<file path="src/design/assert_macros.svh">
// Assertion macros shared by the RTL of the task-file block.
// No dependencies; include by bare file name where assertions are written.
`ifndef ASSERT_MACROS_SVH
`define ASSERT_MACROS_SVH

// Check a property on every rising clock edge, skipped while reset is high.
`define ASSERT_CLK(label, prop, msg) \
   label: assert property (@(posedge clock) disable iff (reset) (prop)) \
      else $error(msg);

// Check that a condition never holds at a rising clock edge outside reset.
`define ASSERT_NEVER(label, cond, msg) \
   label: assert property (@(posedge clock) disable iff (reset) !(cond)) \
      else $error(msg);

`endif

</file>
<file path="src/design/ata_pio_pkg.sv">
// Types and constants shared by the ATA PIO task-file block.
// No dependencies; imported by ata_pio_task_file and the top level.
package ata_pio_pkg;

   localparam int ADDR_W     = 36;
   localparam int FULL_LBA_W = 28;
   localparam int DATA_W     = 16;
   localparam int BYTE_W     = 8;

   // task-file register numbers
   localparam logic [3:0] REG_DATA     = 4'd0;
   localparam logic [3:0] REG_ERROR    = 4'd1;
   localparam logic [3:0] REG_COUNT    = 4'd2;
   localparam logic [3:0] REG_LBA_LOW  = 4'd3;
   localparam logic [3:0] REG_LBA_MID  = 4'd4;
   localparam logic [3:0] REG_LBA_HIGH = 4'd5;
   localparam logic [3:0] REG_DRIVE    = 4'd6;
   localparam logic [3:0] REG_COMMAND  = 4'd7;

   // access kinds
   localparam logic ACC_READ  = 1'b0;
   localparam logic ACC_WRITE = 1'b1;

   // command codes and status values
   localparam logic [7:0] CMD_READ_SECTORS  = 8'h20;
   localparam logic [7:0] CMD_WRITE_SECTORS = 8'h30;
   localparam logic [7:0] CMD_CACHE_FLUSH   = 8'hE7;
   localparam logic [7:0] STATUS_RDY        = 8'h40;
   localparam logic [7:0] STATUS_DRQ        = 8'h08;
   localparam logic [7:0] DRIVE_FIXED_BITS  = 8'hA0;

   // one bus access; last field in the lowest bits
   typedef struct packed {
      logic [DATA_W-1:0] byte_mask;
      logic [DATA_W-1:0] write_data;
      logic [3:0]        reg_index;
      logic              req_type;
   } ata_pio_req_type;

   // one result; last field in the lowest bits, padded to whole bytes
   typedef struct packed {
      logic              pad;
      logic              flush_request;
      logic [DATA_W-1:0] read_mask;
      logic [DATA_W-1:0] store_write_data;
      logic [ADDR_W-1:0] store_address;
      logic              store_write;
      logic              store_request;
      logic [BYTE_W-1:0] read_data;
   } ata_pio_rsp_type;

   typedef struct packed {
      logic store_issue;
      logic transfer_live;
   } ata_pio_status_type;

endpackage

</file>
<file path="src/design/ata_pio_task_file.sv">
// Task-file state registers and the per-access decode and update logic.
// Depends on ata_pio_pkg.
module ata_pio_task_file import ata_pio_pkg::*; #(
   parameter int HALF_WORDS_PER_SECTOR = 256,
   parameter int LBA_BITS              = 28
) (
   input  logic               clock,
   input  logic               reset,
   input  logic               item_valid,
   input  ata_pio_req_type    req,
   output ata_pio_rsp_type    rsp,
   output ata_pio_status_type status
);

   localparam int IDX_W = $clog2(HALF_WORDS_PER_SECTOR);
   localparam logic [IDX_W-1:0]  IDX_LAST    = IDX_W'(HALF_WORDS_PER_SECTOR - 1);
   localparam logic [ADDR_W-1:0] SECTOR_SPAN = ADDR_W'(HALF_WORDS_PER_SECTOR);

   logic [LBA_BITS-1:0] lba_ff, lba_in;
   logic [BYTE_W-1:0]   count_ff, count_in;
   logic [BYTE_W-1:0]   cmd_ff, cmd_in;
   logic [IDX_W-1:0]    idx_ff, idx_in;

   logic [FULL_LBA_W-1:0] lba_full;
   logic [FULL_LBA_W-1:0] lba_work;
   logic [ADDR_W-1:0]     store_addr;
   logic [BYTE_W-1:0]     wbyte;
   logic [BYTE_W-1:0]     rval;
   logic                  active_rd;
   logic                  active_wr;
   logic                  advance;

   assign lba_full   = FULL_LBA_W'(lba_ff);
   assign active_rd  = (cmd_ff == CMD_READ_SECTORS) && (count_ff != '0);
   assign active_wr  = (cmd_ff == CMD_WRITE_SECTORS) && (count_ff != '0);
   assign store_addr = ADDR_W'(ADDR_W'(lba_ff) * SECTOR_SPAN) + ADDR_W'(idx_ff);
   assign wbyte      = req.write_data[BYTE_W-1:0];

   always_comb begin
      rsp      = '0;
      rval     = '0;
      advance  = 1'b0;
      lba_work = lba_full;
      count_in = count_ff;
      cmd_in   = cmd_ff;
      idx_in   = idx_ff;

      if (req.req_type == ACC_READ) begin
         unique case (req.reg_index)
            REG_DATA: begin
               if (active_rd) begin
                  rsp.store_request = 1'b1;
                  rsp.store_address = store_addr;
                  rsp.read_mask     = req.byte_mask;
                  advance           = 1'b1;
               end
            end
            REG_COUNT:    rval = count_ff;
            REG_LBA_LOW:  rval = lba_full[7:0];
            REG_LBA_MID:  rval = lba_full[15:8];
            REG_LBA_HIGH: rval = lba_full[23:16];
            REG_DRIVE:    rval = DRIVE_FIXED_BITS | {4'b0000, lba_full[27:24]};
            REG_COMMAND:  rval = (active_rd || active_wr) ? STATUS_DRQ : STATUS_RDY;
            default:      rval = '0;
         endcase
         rsp.read_data = rval & req.byte_mask[BYTE_W-1:0];
      end else begin
         unique case (req.reg_index)
            REG_DATA: begin
               if (active_wr) begin
                  rsp.store_request    = 1'b1;
                  rsp.store_write      = 1'b1;
                  rsp.store_address    = store_addr;
                  rsp.store_write_data = req.write_data;
                  advance              = 1'b1;
               end
            end
            REG_COUNT:    count_in        = wbyte;
            REG_LBA_LOW:  lba_work[7:0]   = wbyte;
            REG_LBA_MID:  lba_work[15:8]  = wbyte;
            REG_LBA_HIGH: lba_work[23:16] = wbyte;
            REG_DRIVE:    lba_work[27:24] = wbyte[3:0];
            REG_COMMAND: begin
               cmd_in = wbyte;
               if (wbyte == CMD_READ_SECTORS || wbyte == CMD_WRITE_SECTORS) begin
                  idx_in = '0;
               end else if (wbyte == CMD_CACHE_FLUSH) begin
                  rsp.flush_request = 1'b1;
               end
            end
            default: ;
         endcase
      end

      // step the index; at end of sector rewind it, drop count, step the LBA
      if (advance) begin
         if (idx_ff == IDX_LAST) begin
            idx_in   = '0;
            count_in = count_ff - BYTE_W'(1);
            lba_work = lba_full + FULL_LBA_W'(1);
         end else begin
            idx_in = idx_ff + IDX_W'(1);
         end
      end

      lba_in = lba_work[LBA_BITS-1:0];
   end

   assign status.store_issue   = rsp.store_request;
   assign status.transfer_live = active_rd || active_wr;

   always_ff @(posedge clock) begin
      if (reset) begin
         lba_ff   <= '0;
         count_ff <= '0;
         cmd_ff   <= '0;
         idx_ff   <= '0;
      end else if (item_valid) begin
         lba_ff   <= lba_in;
         count_ff <= count_in;
         cmd_ff   <= cmd_in;
         idx_ff   <= idx_in;
      end
   end

endmodule

</file>
<file path="src/design/ata_pio_disk_register_file_unit.sv">
// ATA PIO task-file register block with 28-bit LBA: input beat register,
// task-file logic and result register. Depends on ata_pio_pkg,
// ata_pio_task_file and assert_macros.svh.
//
// One request beat is one bus access to a task-file register (data, error,
// sector count, LBA low/mid/high, drive, command/status). Every request beat
// gives exactly one response beat via the input beat and result registers;
// a new request is taken every cycle while rsp_tready is high: the task
// file updates as each item leaves the input register, so the next item
// sees the new state at once. Register writes build the block address and
// sector count and latch a command; read- and write-sectors commands rewind
// the half-word index, a cache-flush command gives a one-beat flush pulse.
// A data access under a matching command with a nonzero count issues one
// half-word storage request at LBA*HALF_WORDS_PER_SECTOR+index and steps the
// index; at the end of a sector the count drops and the LBA increments,
// wrapping at LBA_BITS. For a data read the storage half-word is masked
// outside the block with read_mask. Reset clears all task-file state.
`include "assert_macros.svh"

module ata_pio_disk_register_file_unit import ata_pio_pkg::*; #(
   parameter int HALF_WORDS_PER_SECTOR = 256,
   parameter int LBA_BITS              = 28
) (
   input  logic        clock,
   input  logic        reset,
   // request channel
   input  logic        req_tvalid,
   output logic        req_tready,
   input  logic [31:0] req_tdata,   // write_data[15:0], byte_mask[31:16]
   input  logic [4:0]  req_tuser,   // req_type[0], reg_index[4:1]
   // response channel
   output logic        rsp_tvalid,
   input  logic        rsp_tready,
   output logic [79:0] rsp_tdata    // read_data[7:0], store_request[8],
                                    // store_write[9], store_address[45:10],
                                    // store_write_data[61:46],
                                    // read_mask[77:62], flush_request[78],
                                    // zero pad[79]
);

   logic               req_accept;
   logic               out_ready;
   logic               s1_adv;

   logic               s1_valid_ff, s1_valid_in;
   ata_pio_req_type    s1_req_ff, s1_req_in;
   logic               out_valid_ff, out_valid_in;
   ata_pio_rsp_type    out_rsp_ff, out_rsp_in;

   ata_pio_rsp_type    core_rsp;
   ata_pio_status_type core_status;

   // the result register frees up when empty or when its beat is taken
   assign out_ready  = !out_valid_ff || rsp_tready;
   assign s1_adv     = s1_valid_ff && out_ready;
   assign req_tready = !s1_valid_ff || out_ready;
   assign req_accept = req_tvalid && req_tready;

   // unpack the request beat
   always_comb begin
      s1_req_in.req_type   = req_tuser[0];
      s1_req_in.reg_index  = req_tuser[4:1];
      s1_req_in.write_data = req_tdata[15:0];
      s1_req_in.byte_mask  = req_tdata[31:16];
   end

   always_comb begin
      if (req_accept) begin
         s1_valid_in = 1'b1;
      end else if (s1_adv) begin
         s1_valid_in = 1'b0;
      end else begin
         s1_valid_in = s1_valid_ff;
      end
   end

   always_comb begin
      out_rsp_in = core_rsp;
      if (s1_adv) begin
         out_valid_in = 1'b1;
      end else if (rsp_tready) begin
         out_valid_in = 1'b0;
      end else begin
         out_valid_in = out_valid_ff;
      end
   end

   // task-file state advances only as an item moves into the result register
   ata_pio_task_file #(
      .HALF_WORDS_PER_SECTOR (HALF_WORDS_PER_SECTOR),
      .LBA_BITS              (LBA_BITS)
   ) u_task_file (
      .clock      (clock),
      .reset      (reset),
      .item_valid (s1_adv),
      .req        (s1_req_ff),
      .rsp        (core_rsp),
      .status     (core_status)
   );

   // control state
   always_ff @(posedge clock) begin
      if (reset) begin
         s1_valid_ff  <= 1'b0;
         out_valid_ff <= 1'b0;
      end else begin
         s1_valid_ff  <= s1_valid_in;
         out_valid_ff <= out_valid_in;
      end
   end

   // payload: hold unless a new beat loads
   always_ff @(posedge clock) begin
      if (req_accept) begin
         s1_req_ff <= s1_req_in;
      end
      if (s1_adv) begin
         out_rsp_ff <= out_rsp_in;
      end
   end

   assign rsp_tvalid = out_valid_ff;
   assign rsp_tdata  = out_rsp_ff;

   // an item leaving the input register always lands in the result register
   `ASSERT_CLK(a_adv_fills_out, s1_adv |=> rsp_tvalid, "advanced item lost")
   // a storage access is only issued while a transfer is live
   `ASSERT_CLK(a_store_needs_xfer,
      (s1_adv && core_status.store_issue) |-> core_status.transfer_live,
      "storage access without a live transfer")
   // a flush pulse never rides on a storage access beat
   `ASSERT_NEVER(a_flush_vs_store,
      rsp_tvalid && out_rsp_ff.store_request && out_rsp_ff.flush_request,
      "flush and storage access in one beat")

endmodule

</file>
<file path="config.mk">
export PLATFORM = sky130hd
export DESIGN_NAME = ata_pio_disk_register_file_unit
export DESIGN_NICKNAME = d
export VERILOG_FILES = /design/src/design/ata_pio_pkg.sv /design/src/design/ata_pio_task_file.sv /design/src/design/ata_pio_disk_register_file_unit.sv
export VERILOG_INCLUDE_DIRS = /design/src /design/src/design
export SDC_FILE = /design/constraint.sdc
export NUM_CORES = 1
export LEC_CHECK = 0
export ABC_AREA = 0
export BUFFER_PORTS_ARGS = -buffer_cell sky130_fd_sc_hd__buf_2
export CORE_UTILIZATION = 61
export CTS_CLUSTER_SIZE = 28
export DETAILED_ROUTE_END_ITERATION = 12
export GPL_TIMING_DRIVEN = 0
export PLACE_DENSITY = 0.9
export SYNTH_ARGS = -nofsm -noshare
export SYNTH_HDL_FRONTEND = slang
export SYNTH_HIERARCHICAL = 1
export SYNTH_SLANG_ARGS = --single-unit
</file>
<file path="constraint.sdc">
create_clock -name clock -period 5.85 [get_ports clock]
set_input_delay 0.2925 -clock clock [delete_from_list [all_inputs] [get_ports clock]]
set_output_delay 0.2925 -clock clock [all_outputs]
set_load 0.02 [all_outputs]
</file>
-- Word level (Yosys, flattened, before mapping)
Cells that the tools add are included.
- logic and storage cells: 96
- output and inout bits: 82
- register bits after elaboration: 170
- input port bits: 41
- mux-type cells: 35
- bitwise operators: 5
- reduce and logical (&&, ||, !) cells: 23
- equal/unequal tests: 12
- add/sub/neg operators: 4
- operators with widths (operator ; count):
    two-way mux 36 bit ; 3
    two-way mux 8 bit ; 13
    two-way mux 28 bit ; 3
    two-way mux 38 bit ; 2
    one-hot mux 8 bit (6 select lines) ; 1
    adder 36 x 8 -> 36 bit ; 1
    equality test 8 x 6 -> 1 bit (second input constant) ; 4
    adder 28 x 1 -> 28 bit (second input constant) ; 1
    equality test 4 x 3 -> 1 bit (second input constant) ; 4
    equality test 8 bit (second input constant) ; 2
    two-way mux 1 bit ; 11
    nonzero test 2 bit ; 5
    adder 8 x 1 -> 8 bit (second input constant) ; 1
    bitwise AND 8 bit ; 1
    equality test 4 x 2 -> 1 bit (second input constant) ; 2
    nonzero test 8 bit ; 1
    subtractor 8 x 1 -> 8 bit (second input constant) ; 1
    two-way mux 7 bit ; 1
    AND reduction 3 bit ; 2
    OR reduction 3 bit ; 2
    logical AND 1 bit ; 4
    logical NOT 4 bit ; 1
    logical OR 1 bit ; 4
    two-way mux 4 bit ; 1
    other kinds (4) ; 8

-- Longest topological paths before layout
- word-level depth: 7
- gate-level depth with buffers: 9

-- By module
The synthesis kept the hierarchy.
- modules (own cells, without submodules) (module ; cells an instance ; instances ; seq. area each (um^2) ; area each (um^2)):
    ata_pio_task_file ; 591 ; 1 ; 1041.0 ; 4337.9
    ata_pio_disk_register_file_unit ; 127 ; 1 ; 3553.4 ; 3617.2

-- Least setup slack after synthesis
Ideal clock, no wire load.
- kind: reg2reg
- from: reg out_valid_ff, in the netlist rsp_tvalid
- to: reg u_task_file.lba_ff[2]
- cell stages (with the launch flop): 8
- period minus slack after synthesis: 3088 ps
- arrival: 2956 ps
- path slack: 2762 ps
- data required time: 5718 ps
- path through: dfxtp_1 nand2b_1 and2_2 clkbuf_1 nand2_1 or4b_2 o31ai_1 a311oi_1
- longest elaborated chain between the ends: 3
- RTL lines (element ; line ; source):
    start, declared ; ata_pio_disk_register_file_unit.sv:47 ; logic out_valid_ff, out_valid_in;
    start signal, assigned ; ata_pio_disk_register_file_unit.sv:108 ; out_valid_ff <= out_valid_in;
    logical NOT 1 bit ; ata_pio_disk_register_file_unit.sv:54 ; assign out_ready = !out_valid_ff || rsp_tready;
    logical OR 1 bit ; ata_pio_disk_register_file_unit.sv:54 ;
    logical AND 1 bit ; ata_pio_disk_register_file_unit.sv:55 ; assign s1_adv = s1_valid_ff && out_ready;
    end signal, assigned ; ata_pio_task_file.sv:119 ; lba_ff <= lba_in;
    end, declared ; ata_pio_task_file.sv:19 ; logic [LBA_BITS-1:0] lba_ff, lba_in;
No other way between the ends.
A chain may end at the register's enable or synchronous reset.

-- Worst setup path in the final report
- from: reg out_valid_ff, in the netlist rsp_tvalid
- to: reg u_task_file.lba_ff[9]
Same word-level chain as after synthesis.

==> out/metrics.yaml <==
critical_path:
  required_ns: 6.17
  r2r_start: "rsp_tvalid$_SDFFE_PP0P_"
  crit_end: "u_task_file/lba_ff[9]$_SDFFE_PP0P_"
  max_stage_delay_ns: 1.15
  cp_cell_sequence: "nand2b_1, and2_4, clkbuf_1, nand3_1, nor4_1, a21oi_1, o31a_1"
  worstPathMaxFanout: 41
  rrSetupSlack_ns: 2.69
  crit_type: "reg -> reg"
  reg2reg_to: "u_task_file/lba_ff[9]$_SDFFE_PP0P_"
  crit_path_start: "rsp_tvalid$_SDFFE_PP0P_"
  crit_path_end_kind: "flip-flop"
  cp-start-kind: "flip-flop"
  r2r_cells: 7
  crit_slowest_cell: "nor4_1"
  arrival_ns: 3.48
clock_tree:
  ctsHoldBuffers: 0
  clk_latency_ns: 0.43
  cts_setup_buffers: 0
  cts_buffer_depth: 2
  htreeDepth: 4
  cts.sinks: 171
  cts_tree: "done"
  root_buffer: "clkbuf_16"
  clk_pin_slew_ns: 0.07
  cts_made_buffers: 17
  postCtsResizedCells: 0
final_layout:
  final_nets: 903
  layout-drive-gt1-share: 0.209
  fin_area_um2: 9380
  post-route-util: 0.740
  nFillCells: 879
  syn_to_final_growth_pct: 18.0
global_routing:
  grt_max_degree: 42
  grt_overflow: 0
  antenna_found_initial: 0
  grt_first_pass_wirelength_um: 33700
  grt_pass1_vias: 6145
  grtUsageTotal: 0.346
power:
  ir_drop_mv: 0.222
  p_per_area_nw_per_um2: 279
  leakagePower_uw: 0.00342
  p_total_uw: 2620
flow_run:
  drv_cap: 0
timing:
  relSlewSlack: 0.0647
  period_needed_ns: 3.16
  drv_slew: 0
  fmax_mhz: 316
  clock_skew_ns: 0.00714
  rsz0062_at_grt: "false"
  worst_slew_pin_slew_ns: 1.39
  finalCritPeriodShare: 0.540
  finalSetupTns_ns: 0
  finalHoldViolCount: 0
  setup_viol: 0
  layout_setup_ws_ns: 2.69
synth:
  synth_nets: 761
  yosys_warnings: 6
  synth.avg_cell_area_um2: 11.1
  synthCells: 717
  syn_area_um2: 7950
placed_design:
  placed_area_um2: 8790
  gp_congestion: 1.02
  portBuffers: 122
  pre_cts_ws_ns: 2.71
  hpwl_um: 15700
run_status:
  status: "completed"
routing:
  firstDrtPassIters: 7
  dr.first_iter.drc_count: 964
  wl_per_cell_um: 21.1
  viasPerCell: 6.50
  routed_wl_um: 22100
  drc: 0
  detail-route-antenna-nets: 0
  vias: 6788
hold_path:
  min_delay_path_depth: 1
  hp-class: "in -> reg"
floorplanning:
  die_w_um: 116
  core_area_um2: 12700
  rows: 41
  dieArea_um2: 13500
  initial_core_util: 0.627
  io_pins: 123
  die_h_um: 116
[stage by stage]
stage / hold slack (ns) / std cells
2_1_floorplan: 0.355 / 717
3_3_place_gp: 0.468 / 1011
3_5_place_dp: 0.471 / 1012
4_1_cts: 0.0137 / 1044
5_1_grt: 0.0104 / 1044
6_report: 0.0280 / 1045
[layout make-up]
cell class / count / area, µm² / share of cell area
clock buffers: 17 / 425 / 0.0454
repair buffers: 123 / 631 / 0.0673
inverters: 17 / 63.8 / 0.00681
flip-flops and latches: 171 / 4590 / 0.490
diodes: 1 / 2.50 / 0.000267
multi-input cells: 479 / 3070 / 0.327
plain buffers: 50 / 223 / 0.0238
clock inverters: 15 / 154 / 0.0164
well taps: 172 / 215 / 0.0230
[worst max-delay path, delay by kind of cell (launching register included)]
kind | cells | cell delay (ns)
DFF | 1 | 0.34
and+or+nand+nor | 4 | 1.97
buffers and inverters | 1 | 0.36
AOI/OAI and AO/OA | 2 | 0.36
[layer usage]
layer	vias to the layer above	track usage	wire (µm)
met2	483	0.552	10500
met3	105	0.0763	2160
met5	-	0	0
met1	3172	0.442	8340
met4	0	0.186	1120
li1	3028	-	-
[power by group]
group          total, µW  switching (µW)  internal [µW]
clock network       1100             495            602
logic                168             118           49.5
registers           1350            23.6           1330
[layout by cell type, fill, tap and decap left out, types with 6 or more instances in the layout]
cell       count
edfxtp_1     117
nand3_1       26
and2_1        64
a221oi_1       6
o21ai_0       39
a211oi_1      15
nor4_1        19
nand2b_1       8
and3_1        20
clkbuf_1      40
mux2i_1       16
nand2_1       41
nor3_1        33
dfxtp_1       54
clkbuf_16     17
inv_1         16
buf_2        126
a311oi_1      10
nand4_1       13
a21oi_1       20
nor2b_1        6
a31oi_1       10
nor2_1        34
[state kept, by name, summed over array words and instances (netlist names)]
signal,cells
u_task_file/idx_ff,8
s1_valid_ff,1
rsp_tdata,80
u_task_file/cmd_ff,8
s1_req_ff,37
u_task_file/count_ff,8
rsp_tvalid,1
u_task_file/lba_ff,28
[worst min path at each step]
| stage | startpoint | end | slack (ns) |
|---|---|---|---|
| 6_report | req_tdata[6] | s1_req_ff[11]$_DFFE_PP_ | 0.03 |
| 3_5_place_dp | req_tdata[18] | s1_req_ff[23]$_DFFE_PP_ | 0.47 |
| 4_1_cts | req_tdata[15] | s1_req_ff[20]$_DFFE_PP_ | 0.01 |
| 2_1_floorplan | reset | s1_valid_ff$_SDFFE_PP0P_ | 0.35 |
| 5_1_grt | req_tdata[8] | s1_req_ff[13]$_DFFE_PP_ | 0.01 |
| 3_3_place_gp | u_task_file/cmd_ff[5]$_SDFFE_PP0P_ | u_task_file/cmd_ff[5]$_SDFFE_PP0P_ | 0.47 |
Note: power is estimated with default switching activity, not from simulation.
